### src/ccsv_pkg.sv
// Shared types, constants and the parameter-count ROM for the chart command
// stream validator. No dependencies; every other file imports this package.
package ccsv_pkg;

   // Port widths
   localparam int REQ_TDATA_W = 64;   // word, start_offset
   localparam int RSP_TDATA_W = 136;  // result fields, padded to whole bytes
   localparam int RSP_TUSER_W = 2;    // accepted, new_best
   localparam int CSR_INDEX_W = 3;
   localparam int CSR_DATA_W  = 31;

   // Field widths
   localparam int WORD_W   = 32;
   localparam int COUNT_W  = 18;
   localparam int TIME_W   = 31;
   localparam int TTYPE_W  = 8;
   localparam int BYTES_W  = 24;
   localparam int SCORE_W  = 25;
   localparam int OFFSET_W = 32;
   localparam int PCOUNT_W = 5;
   localparam int OPIDX_W  = 7;

   localparam int OPCODE_COUNT = 107;
   localparam logic [BYTES_W:0] MAX_CANDIDATE_BYTES = 25'd12582912;

   // Opcodes
   localparam logic [WORD_W-1:0] OP_END         = 32'h00;
   localparam logic [WORD_W-1:0] OP_TIME        = 32'h01;
   localparam logic [WORD_W-1:0] OP_TARGET      = 32'h06;
   localparam logic [WORD_W-1:0] OP_MODE_SELECT = 32'h1A;
   localparam logic [WORD_W-1:0] OP_FLYING_A    = 32'h1C;
   localparam logic [WORD_W-1:0] OP_FLYING_B    = 32'h3A;
   localparam logic [WORD_W-1:0] OP_LAST        = 32'h6A;

   // Score weights
   localparam logic [6:0] W_COMMAND     = 7'd1;
   localparam logic [6:0] W_TIME        = 7'd8;
   localparam logic [6:0] W_TARGET      = 7'd100;
   localparam logic [6:0] W_MODE_SELECT = 7'd20;
   localparam logic [6:0] W_FLYING      = 7'd5;

   // Parameter words that follow each opcode
   localparam logic [PCOUNT_W-1:0] PARAM_TABLE [OPCODE_COUNT] = '{
      5'd0, 5'd1, 5'd4, 5'd2, 5'd2, 5'd2, 5'd7, 5'd4,
      5'd2, 5'd6, 5'd2, 5'd1, 5'd6, 5'd2, 5'd1, 5'd1,
      5'd3, 5'd2, 5'd3, 5'd5, 5'd5, 5'd4, 5'd4, 5'd5,
      5'd2, 5'd0, 5'd2, 5'd4, 5'd2, 5'd2, 5'd1, 5'd21,
      5'd0, 5'd3, 5'd2, 5'd5, 5'd1, 5'd1, 5'd7, 5'd1,
      5'd1, 5'd2, 5'd1, 5'd2, 5'd1, 5'd2, 5'd3, 5'd3,
      5'd1, 5'd2, 5'd2, 5'd3, 5'd6, 5'd6, 5'd1, 5'd1,
      5'd2, 5'd3, 5'd1, 5'd2, 5'd2, 5'd4, 5'd4, 5'd1,
      5'd2, 5'd1, 5'd2, 5'd1, 5'd1, 5'd3, 5'd3, 5'd3,
      5'd2, 5'd1, 5'd9, 5'd3, 5'd2, 5'd4, 5'd2, 5'd3,
      5'd2, 5'd24, 5'd1, 5'd2, 5'd1, 5'd3, 5'd1, 5'd3,
      5'd4, 5'd1, 5'd2, 5'd6, 5'd3, 5'd2, 5'd3, 5'd3,
      5'd4, 5'd1, 5'd1, 5'd3, 5'd3, 5'd4, 5'd2, 5'd3,
      5'd3, 5'd8, 5'd2
   };

   // Configuration register indexes
   typedef enum logic [CSR_INDEX_W-1:0] {
      CSR_MIN_COMMANDS    = 3'd0,
      CSR_MIN_TIMES       = 3'd1,
      CSR_MIN_TARGETS     = 3'd2,
      CSR_MAX_TIME        = 3'd3,
      CSR_MAX_TARGET_TYPE = 3'd4,
      CSR_MAX_COMMANDS    = 3'd5
   } ccsv_csr_type;

   // Register reset values
   localparam logic [COUNT_W-1:0] RST_MIN_COMMANDS    = 18'd40;
   localparam logic [COUNT_W-1:0] RST_MIN_TIMES       = 18'd8;
   localparam logic [COUNT_W-1:0] RST_MIN_TARGETS     = 18'd16;
   localparam logic [TIME_W-1:0]  RST_MAX_TIME        = 31'd720000000;
   localparam logic [TTYPE_W-1:0] RST_MAX_TARGET_TYPE = 8'd31;
   localparam logic [COUNT_W-1:0] RST_MAX_COMMANDS    = 18'd250000;

   typedef enum logic [1:0] {
      PH_IDLE   = 2'd0,
      PH_OPCODE = 2'd1,
      PH_PARAMS = 2'd2
   } ccsv_phase_type;

   typedef struct packed {
      logic [COUNT_W-1:0] min_commands;
      logic [COUNT_W-1:0] min_times;
      logic [COUNT_W-1:0] min_targets;
      logic [TIME_W-1:0]  max_time;
      logic [TTYPE_W-1:0] max_target_type;
      logic [COUNT_W-1:0] max_commands;
   } ccsv_cfg_type;

   typedef struct packed {
      logic                valid;
      logic                accepted;
      logic                new_best;
      logic [SCORE_W-1:0]  score;
      logic [BYTES_W-1:0]  length_bytes;
      logic [COUNT_W-1:0]  command_count;
      logic [COUNT_W-1:0]  time_count;
      logic [COUNT_W-1:0]  target_count;
      logic [OFFSET_W-1:0] offset_out;
   } ccsv_result_type;

endpackage

### src/ccsv_parser.sv
// Per-word parse step: candidate state, checks, score and best tracking.
// Depends on ccsv_pkg.
module ccsv_parser (
   input  logic                        clock,
   input  logic                        reset,
   input  logic                        go,
   input  logic [ccsv_pkg::WORD_W-1:0] word,
   input  logic                        first,
   input  logic [ccsv_pkg::OFFSET_W-1:0] start_offset,
   input  logic                        end_of_data,
   input  ccsv_pkg::ccsv_cfg_type      cfg,
   output ccsv_pkg::ccsv_result_type   result
);
   import ccsv_pkg::*;

   ccsv_phase_type      phase_ff, phase_in, e_phase;
   logic [PCOUNT_W-1:0] params_left_ff, params_left_in, e_params, params_dec;
   logic [OPIDX_W-1:0]  cur_op_ff, cur_op_in, e_cur_op;
   logic                at_first_ff, at_first_in, e_at_first;
   logic [TIME_W-1:0]   last_time_ff, last_time_in, e_last_time;
   logic [COUNT_W-1:0]  cmd_ff, cmd_in, e_cmd;
   logic [COUNT_W-1:0]  time_ff, time_in, e_time;
   logic [COUNT_W-1:0]  tgt_ff, tgt_in, e_tgt;
   logic [BYTES_W-1:0]  bytes_ff, bytes_in, e_bytes;
   logic [SCORE_W-1:0]  score_ff, score_in, e_score;
   logic [OFFSET_W-1:0] offset_ff, offset_in, e_offset;
   logic                best_valid_ff;
   logic [SCORE_W-1:0]  best_score_ff;
   logic [BYTES_W-1:0]  best_length_ff;

   logic [PCOUNT_W-1:0] tbl_p;
   logic [BYTES_W:0]    bytes_plus4, span_end;
   logic [6:0]          op_weight;
   logic                is_time_op, is_target_op, time_bad;
   logic                reject, finish, meets, accept, better;

   // Candidate state as seen by this word: a first word starts from clear
   always_comb begin
      if (first) begin
         e_phase     = PH_OPCODE;
         e_params    = '0;
         e_cur_op    = '0;
         e_at_first  = 1'b0;
         e_last_time = '0;
         e_cmd       = '0;
         e_time      = '0;
         e_tgt       = '0;
         e_bytes     = '0;
         e_score     = '0;
         e_offset    = start_offset;
      end else begin
         e_phase     = phase_ff;
         e_params    = params_left_ff;
         e_cur_op    = cur_op_ff;
         e_at_first  = at_first_ff;
         e_last_time = last_time_ff;
         e_cmd       = cmd_ff;
         e_time      = time_ff;
         e_tgt       = tgt_ff;
         e_bytes     = bytes_ff;
         e_score     = score_ff;
         e_offset    = offset_ff;
      end
   end

   assign tbl_p       = PARAM_TABLE[word[OPIDX_W-1:0]];
   assign bytes_plus4 = {1'b0, e_bytes} + 25'd4;
   assign span_end    = bytes_plus4 + {18'd0, tbl_p, 2'b00};
   assign params_dec  = (e_params != '0) ? e_params - 5'd1 : '0;
   assign is_time_op  = ({25'd0, e_cur_op} == OP_TIME);
   assign is_target_op = ({25'd0, e_cur_op} == OP_TARGET);
   assign time_bad    = word[WORD_W-1] || (word[TIME_W-1:0] < e_last_time) ||
                        (word[TIME_W-1:0] > cfg.max_time);

   always_comb begin
      if (word == OP_MODE_SELECT) begin
         op_weight = W_COMMAND + W_MODE_SELECT;
      end else if (word == OP_FLYING_A || word == OP_FLYING_B) begin
         op_weight = W_COMMAND + W_FLYING;
      end else begin
         op_weight = W_COMMAND;
      end
   end

   // Next state
   always_comb begin
      phase_in       = phase_ff;
      params_left_in = params_left_ff;
      cur_op_in      = cur_op_ff;
      at_first_in    = at_first_ff;
      last_time_in   = last_time_ff;
      cmd_in         = cmd_ff;
      time_in        = time_ff;
      tgt_in         = tgt_ff;
      bytes_in       = bytes_ff;
      score_in       = score_ff;
      offset_in      = offset_ff;
      reject         = 1'b0;
      finish         = 1'b0;
      if (go) begin
         phase_in       = e_phase;
         params_left_in = e_params;
         cur_op_in      = e_cur_op;
         at_first_in    = e_at_first;
         last_time_in   = e_last_time;
         cmd_in         = e_cmd;
         time_in        = e_time;
         tgt_in         = e_tgt;
         bytes_in       = e_bytes;
         score_in       = e_score;
         offset_in      = e_offset;
         if (first && word != OP_TIME) begin
            reject = 1'b1;
         end else if (e_phase == PH_OPCODE) begin
            if (e_cmd >= cfg.max_commands) begin
               reject = 1'b1;
            end else if (bytes_plus4 > MAX_CANDIDATE_BYTES) begin
               reject = 1'b1;
            end else if (word > OP_LAST) begin
               reject = 1'b1;
            end else if (word == OP_END) begin
               finish   = 1'b1;
               cmd_in   = e_cmd + 18'd1;
               bytes_in = bytes_plus4[BYTES_W-1:0];
               score_in = e_score + {18'd0, W_COMMAND};
            end else if (span_end > MAX_CANDIDATE_BYTES) begin
               reject = 1'b1;
            end else begin
               cmd_in    = e_cmd + 18'd1;
               bytes_in  = bytes_plus4[BYTES_W-1:0];
               score_in  = e_score + {18'd0, op_weight};
               cur_op_in = word[OPIDX_W-1:0];
               if (tbl_p != '0) begin
                  params_left_in = tbl_p;
                  at_first_in    = 1'b1;
                  phase_in       = PH_PARAMS;
               end
            end
         end else if (e_phase == PH_PARAMS) begin
            bytes_in = bytes_plus4[BYTES_W-1:0];
            if (e_at_first && is_time_op) begin
               if (time_bad) begin
                  reject = 1'b1;
               end else begin
                  last_time_in = word[TIME_W-1:0];
                  time_in      = e_time + 18'd1;
                  score_in     = e_score + {18'd0, W_TIME};
               end
            end else if (e_at_first && is_target_op) begin
               if (word > {24'd0, cfg.max_target_type}) begin
                  reject = 1'b1;
               end else begin
                  tgt_in   = e_tgt + 18'd1;
                  score_in = e_score + {18'd0, W_TARGET};
               end
            end
            at_first_in    = 1'b0;
            params_left_in = params_dec;
            if (params_dec == '0) begin
               phase_in = PH_OPCODE;
            end
         end
         // Truncated: candidate still open on the last buffer word
         if (e_phase != PH_IDLE && !finish && end_of_data) begin
            reject = 1'b1;
         end
         if (reject || finish) begin
            phase_in = PH_IDLE;
         end
      end
   end

   // Result and best-candidate decision
   always_comb begin
      meets  = (cmd_in >= cfg.min_commands) && (time_in >= cfg.min_times) &&
               (tgt_in >= cfg.min_targets);
      accept = finish && meets;
      better = !best_valid_ff || (score_in > best_score_ff) ||
               (score_in == best_score_ff && bytes_in > best_length_ff);
      result.valid         = reject || finish;
      result.accepted      = accept;
      result.new_best      = accept && better;
      result.score         = accept ? score_in : '0;
      result.length_bytes  = accept ? bytes_in : '0;
      result.command_count = accept ? cmd_in : '0;
      result.time_count    = accept ? time_in : '0;
      result.target_count  = accept ? tgt_in : '0;
      result.offset_out    = offset_in;
   end

   always_ff @(posedge clock) begin
      if (reset) begin
         phase_ff       <= PH_IDLE;
         params_left_ff <= '0;
         cur_op_ff      <= '0;
         at_first_ff    <= 1'b0;
         last_time_ff   <= '0;
         cmd_ff         <= '0;
         time_ff        <= '0;
         tgt_ff         <= '0;
         bytes_ff       <= '0;
         score_ff       <= '0;
         offset_ff      <= '0;
         best_valid_ff  <= 1'b0;
         best_score_ff  <= '0;
         best_length_ff <= '0;
      end else begin
         phase_ff       <= phase_in;
         params_left_ff <= params_left_in;
         cur_op_ff      <= cur_op_in;
         at_first_ff    <= at_first_in;
         last_time_ff   <= last_time_in;
         cmd_ff         <= cmd_in;
         time_ff        <= time_in;
         tgt_ff         <= tgt_in;
         bytes_ff       <= bytes_in;
         score_ff       <= score_in;
         offset_ff      <= offset_in;
         if (accept && better) begin
            best_valid_ff  <= 1'b1;
            best_score_ff  <= score_in;
            best_length_ff <= bytes_in;
         end
      end
   end

endmodule

### src/chart_command_stream_validator.sv
// Top level of the chart command stream validator: input register, parse step,
// result register and configuration registers. Depends on ccsv_pkg, ccsv_parser.
// A result transaction passes the input register and then the result register before it shows on rsp_tvalid.
// Throughput: one word per cycle while the result stream does not stall, set by the parse step and its state.
// Reset (synchronous): parser idle, best candidate cleared, registers to defaults.
module chart_command_stream_validator (
   input  logic                             clock,
   input  logic                             reset,
   // Input stream
   input  logic                             req_tvalid,
   output logic                             req_tready,
   input  logic [ccsv_pkg::REQ_TDATA_W-1:0] req_tdata,  // word[31:0], start_offset[63:32]
   input  logic                             req_tuser,  // first
   input  logic                             req_tlast,  // end_of_data
   // Result stream
   output logic                             rsp_tvalid,
   input  logic                             rsp_tready,
   // score[24:0], length_bytes[48:25], command_count[66:49], time_count[84:67],
   // target_count[102:85], offset_out[134:103], zero pad[135]
   output logic [ccsv_pkg::RSP_TDATA_W-1:0] rsp_tdata,
   output logic [ccsv_pkg::RSP_TUSER_W-1:0] rsp_tuser,  // accepted[0], new_best[1]
   // Configuration writes
   input  logic                             csr_we,
   input  logic [ccsv_pkg::CSR_INDEX_W-1:0] csr_index,
   input  logic [ccsv_pkg::CSR_DATA_W-1:0]  csr_wdata
);
   import ccsv_pkg::*;

   // Input register stage
   logic                s1_valid_ff, s1_valid_in;
   logic [WORD_W-1:0]   s1_word_ff;
   logic                s1_first_ff;
   logic [OFFSET_W-1:0] s1_offset_ff;
   logic                s1_eod_ff;

   // Result register
   logic                rsp_valid_ff, rsp_valid_in;
   ccsv_result_type     rsp_ff;
   ccsv_result_type     step_result;

   ccsv_cfg_type        cfg_ff;

   logic                advance;
   logic                go;
   logic                req_take;

   // The result register frees up when empty or when its transaction is taken;
   // the input register moves on whenever the result register can advance.
   assign advance    = !rsp_valid_ff || rsp_tready;
   assign req_tready = !s1_valid_ff || advance;
   assign req_take   = req_tvalid && req_tready;
   assign go         = s1_valid_ff && advance;

   assign s1_valid_in  = req_tready ? req_tvalid : s1_valid_ff;
   assign rsp_valid_in = advance ? (go && step_result.valid) : rsp_valid_ff;

   always_ff @(posedge clock) begin
      if (reset) begin
         s1_valid_ff  <= 1'b0;
         rsp_valid_ff <= 1'b0;
      end else begin
         s1_valid_ff  <= s1_valid_in;
         rsp_valid_ff <= rsp_valid_in;
      end
   end

   // Capture the incoming word; payload needs no reset
   always_ff @(posedge clock) begin
      if (req_take) begin
         s1_word_ff   <= req_tdata[WORD_W-1:0];
         s1_offset_ff <= req_tdata[WORD_W +: OFFSET_W];
         s1_first_ff  <= req_tuser;
         s1_eod_ff    <= req_tlast;
      end
   end

   // Hold the result while the consumer stalls
   always_ff @(posedge clock) begin
      if (advance) begin
         rsp_ff <= step_result;
      end
   end

   // Configuration registers; an index past the list is dropped
   always_ff @(posedge clock) begin
      if (reset) begin
         cfg_ff.min_commands    <= RST_MIN_COMMANDS;
         cfg_ff.min_times       <= RST_MIN_TIMES;
         cfg_ff.min_targets     <= RST_MIN_TARGETS;
         cfg_ff.max_time        <= RST_MAX_TIME;
         cfg_ff.max_target_type <= RST_MAX_TARGET_TYPE;
         cfg_ff.max_commands    <= RST_MAX_COMMANDS;
      end else if (csr_we) begin
         unique case (csr_index)
            CSR_MIN_COMMANDS:    cfg_ff.min_commands    <= csr_wdata[COUNT_W-1:0];
            CSR_MIN_TIMES:       cfg_ff.min_times       <= csr_wdata[COUNT_W-1:0];
            CSR_MIN_TARGETS:     cfg_ff.min_targets     <= csr_wdata[COUNT_W-1:0];
            CSR_MAX_TIME:        cfg_ff.max_time        <= csr_wdata[TIME_W-1:0];
            CSR_MAX_TARGET_TYPE: cfg_ff.max_target_type <= csr_wdata[TTYPE_W-1:0];
            CSR_MAX_COMMANDS:    cfg_ff.max_commands    <= csr_wdata[COUNT_W-1:0];
            default: ;
         endcase
      end
   end

   // Parse one word per cycle, while the result register can advance, against the open candidate
   ccsv_parser u_parser (
      .clock        (clock),
      .reset        (reset),
      .go           (go),
      .word         (s1_word_ff),
      .first        (s1_first_ff),
      .start_offset (s1_offset_ff),
      .end_of_data  (s1_eod_ff),
      .cfg          (cfg_ff),
      .result       (step_result)
   );

   assign rsp_tvalid = rsp_valid_ff;
   assign rsp_tdata  = {1'b0, rsp_ff.offset_out, rsp_ff.target_count, rsp_ff.time_count,
                        rsp_ff.command_count, rsp_ff.length_bytes, rsp_ff.score};
   assign rsp_tuser  = {rsp_ff.new_best, rsp_ff.accepted};

   // A new best must be an accepted candidate
   a_best_needs_accept: assert property (@(posedge clock) disable iff (reset)
      rsp_valid_ff |-> (rsp_ff.accepted || !rsp_ff.new_best))
      else $error("new_best set on a rejected candidate");

   // Rejected transactions carry no score or counts
   a_reject_zero: assert property (@(posedge clock) disable iff (reset)
      (rsp_valid_ff && !rsp_ff.accepted) |->
         (rsp_ff.score == '0 && rsp_ff.command_count == '0 &&
          rsp_ff.length_bytes == '0))
      else $error("rejected result with nonzero fields");

   // Every command adds at least one to the score, and time and target
   // commands are a subset of all commands
   a_score_bound: assert property (@(posedge clock) disable iff (reset)
      (rsp_valid_ff && rsp_ff.accepted) |->
         ({7'd0, rsp_ff.command_count} <= rsp_ff.score &&
          {1'b0, rsp_ff.time_count} + {1'b0, rsp_ff.target_count} <=
          {1'b0, rsp_ff.command_count}))
      else $error("score or counts inconsistent");

   // A stalled result freezes the input register
   a_stall_blocks_input: assert property (@(posedge clock) disable iff (reset)
      (s1_valid_ff && !advance) |=> (s1_valid_ff && $stable(s1_word_ff)))
      else $error("input register moved during result stall");

endmodule
### config.mk
export PLATFORM = sky130hd
export DESIGN_NAME = chart_command_stream_validator
export DESIGN_NICKNAME = d
export VERILOG_FILES = /design/src/ccsv_pkg.sv /design/src/ccsv_parser.sv /design/src/chart_command_stream_validator.sv
export SDC_FILE = /design/constraint.sdc
export NUM_CORES = 2
export LEC_CHECK = 0
export CORE_MARGIN = 1.5
export CORE_UTILIZATION = 48
export DETAILED_ROUTE_END_ITERATION = 8
export DONT_BUFFER_PORTS = 1
export GPL_TIMING_DRIVEN = 1
export MAX_ROUTING_LAYER = met4
export PLACE_DENSITY = 0.72
export SYNTH_ARGS = -nofsm -noshare
export SYNTH_HDL_FRONTEND = slang
export SYNTH_SLANG_ARGS = --single-unit
### constraint.sdc
create_clock -name clock -period 10.1 [get_ports clock]
set_input_delay 1.515 -clock clock [delete_from_list [all_inputs] [get_ports clock]]
set_output_delay 1.515 -clock clock [all_outputs]
set_load 0.02 [all_outputs]
==> impl_metrics.env <==
export IMPL_status="finished clean"
export IMPL_drt_wirelength_per_cell_um=20.51
export IMPL_dieArea_sq_um=64930
export IMPL_clock_fmax_mhz=106.4
export IMPL_grt_max_degree=232
export IMPL_drt_iter0_markers=2822
export IMPL_drt_total_wl_um=88610
export IMPL_fin_crit_sh_pct=93.06
export IMPL_cts_root_buffer="clkbuf_16"
export IMPL_cts_made_buffers=59
export IMPL_detail_route_antenna_nets=0
export IMPL_die_width_um=254.8
export IMPL_drcViolationCount=0
export IMPL_p_per_area_nw_per_um2=152.0
export IMPL_layout_common_cells="440 x nand2_1, 361 x nor2_1, 344 x dfxtp_1"
export IMPL_slew_violations=0
export IMPL_clockBufferDepth=3
export IMPL_dp_hpwl_um=61070
export IMPL_start_util_pct=48.43
export IMPL_io_pins=245
export IMPL_grt_pass1_wl_um=135000
export IMPL_synth_cells=3508
export IMPL_grt_pass1_vias=23430
export IMPL_critPathMaxFanout=21
export IMPL_ys_flop_type="dfxtp_1"
export IMPL_fin_nets=3746
export IMPL_setup_ws_ns=0.7013
export IMPL_ir_worst_vdd_v=0.0001390
export IMPL_async_flop_share_pct=0
export IMPL_instances_no_fill=4320
export IMPL_globalplace_congestion=0.9648
export IMPL_slowest_delay_ns=0.83
export IMPL_antenna_found_initial=2
export IMPL_die_h_um=254.8
export IMPL_maxCapViolCount=0
export IMPL_ys_ff_latch=547
export IMPL_cts_sinks=547
export IMPL_fin_crit_ns=9.399
export IMPL_syn_num_nets=3831
export IMPL_cp_common_cell="a21oi_1"
export IMPL_path_clk_slew_ns=0.06
export IMPL_io_buffer_count=0
export IMPL_fillers=5862
export IMPL_setup_tns_final_ns=0
export IMPL_ys_seq_area_share_pct=42.65
export IMPL_htreeDepth=2
export IMPL_worstSetupPathType="flop to flop"
export IMPL_endpoint_kind="flop"
export IMPL_layout_drive_gt1_share_pct=7.198
export IMPL_yosysWarnings=0
export IMPL_slowest_stage="a2111oi_0"
export IMPL_worstPathRequired_ns=10.62
export IMPL_core_area_sq_um=62850
export IMPL_grt_overflow_total=0
export IMPL_arrival_ns=9.92
export IMPL_avgSynthCellArea_sq_um=8.676
export IMPL_tightestPinTransition_ns=1.141
export IMPL_rsz0062_at_grt="no"
export IMPL_synth_edff_count=203
export IMPL_hp_class="flop to flop"
export IMPL_fin_skew_ns=0.03652
export IMPL_dpl_worst_slack_ns=0.5965
export IMPL_rows=92
export IMPL_p_leak_nw=13.26
export IMPL_fin_util_pct=52.98
export IMPL_cts_tree="built"
export IMPL_via_per_inst=5.925
export IMPL_slew_headroom_pct=23.63
export IMPL_whs_ns=0.4549
export IMPL_startpoint_type="flop"
export IMPL_yosysUniqueCellTypes=99
export IMPL_vias=25600
export IMPL_hold_violations=0
export IMPL_clkLatencyLatePin_ns=0.65
export IMPL_setup_viol=0
export IMPL_syn_area_sq_um=30440
export IMPL_grtUsageTotal_pct=27.51
export IMPL_syn_to_final_growth_pct=9.397
export IMPL_drt_pre_antenna_iters=6
export IMPL_dp_cells=4201
export IMPL_layout_commonest_cell="nand2_1"
-- report_power, final --
group          total [mW]  internal, mW  switching [mW]  leakage (nW)
clock                2.35          1.39           0.960          1.03
combinational       0.292         0.100           0.192          7.17
sequential           2.42          2.34          0.0719          5.06
-- synthesized netlist by cell type, drive strengths merged, types with 7 or more instances --
cell type	number	share of area [%]
nand3	70	1.2
o21a	22	0.54
o31ai	19	0.47
xnor2	19	0.55
buf	39	0.65
a32oi	19	0.55
a221oi	15	0.47
nand3b	8	0.20
and4	19	0.55
ha	216	8.9
and3	41	0.88
and2	68	1.4
or4	13	0.32
a2111oi	12	0.49
a32o	7	0.23
a31oi	27	0.55
xor2	18	0.52
a21o	64	1.6
nand2b	23	0.47
inv	273	3.4
dfxtp	344	23
a211oi	32	0.90
mux2	37	1.4
edfxtp	203	20
nor2b	64	1.3
a21oi	266	4.4
nor2	362	4.5
nor4	35	0.82
o31a	7	0.20
or3	20	0.44
o211ai	38	0.94
nand2	442	5.5
o22ai	10	0.21
a22o	18	0.52
o21ai	178	3.0
clkbuf	158	2.0
or2	14	0.29
nand4	61	1.3
a22oi	44	1.1
nor3b	14	0.35
nor3	64	1.1
mux2i	18	0.59
-- final cells by class --
class	instances	area, sq um	area share, %
timing repair buffer	51	420.4	1.263
sequential	547	12980	38.99
antenna	1	2.502	0.007515
inverter	275	1037	3.115
multi-input combinational	2489	15690	47.11
tap	846	1059	3.179
clock inverter	39	511.7	1.537
clock buffer	72	1597	4.795
-- critical path: cells and delay by family, from the launching register on --
kind | cells | cell delay [ns]
compound gates | 19 | 4.83
flops | 1 | 0.61
mux | 2 | 0.71
fa+ha+maj | 4 | 1.36
buf+inv | 4 | 0.63
simple gates | 5 | 0.95
xor+xnor | 1 | 0.17
-- through the flow --
step | total power [mW] | instance area [sq um]
after detailed placement | 2.750 | 31120
after CTS | 5.091 | 33220
after global placement | 2.744 | 31120
after global routing | 5.227 | 33300
after floorplan | 2.669 | 30440
final | 5.060 | 33300
-- flip-flops by register name, summed over array words and instances, names as in the netlist, 2 cells and up --
register                 flops
u_parser.best_length_ff     24
s1_offset_ff                32
u_parser.phase_ff            2
u_parser.offset_ff          32
s1_word_ff                  32
u_parser.cur_op_ff           7
rsp_tdata                  135
u_parser.last_time_ff       31
u_parser.params_left_ff      5
u_parser.cmd_ff             18
rsp_tuser                    2
u_parser.best_score_ff      25
u_parser.bytes_ff           24
u_parser.tgt_ff             18
u_parser.time_ff            18
u_parser.score_ff           25
cfg_ff                     111
-- cell families (layout without fill, tap and decap cells) --
group,Yosys count,in the layout,synth area share (%)
buf+inv,472,437,5.994
other cells,1,2,0.01232
compound gates,845,845,18.17
simple gates,1329,1329,20.84
xor+xnor,37,37,1.065
flops,547,547,42.65
mux,59,59,2.257
fa+ha+maj,218,218,9.011
-- layer usage --
layer	GRT usage [%]	part of all wire, %	vias up
li1	-	-	12270
met4	9.806	3.5	0
met2	42.42	45	1103
met3	6.244	9.4	209
met5	-	0	-
met1	35.37	42	12010
-- path summary, 6_finish.rpt --
path,slack [ns],startpoint,to,cells after the start
worst min-delay path,0.45,cfg_ff[90],cfg_ff[90],2
worst min register to register,0.45,cfg_ff[90],cfg_ff[90],2
worst max-delay path,0.70,s1_word_ff[0],u_parser.best_length_ff[9],35
worst max register to register,0.70,s1_word_ff[0],u_parser.best_length_ff[9],35
-- timing repair --
| item | 4_1_cts | 5_1_grt |
|---|---|---|
| endpoints found under the setup margin | 0 | 47 |
| hold buffers | 0 | 0 |
| setup buffers | 0 | 7 |
| resized for setup | 0 | 4 |
(Power assumes the default switching activity.)
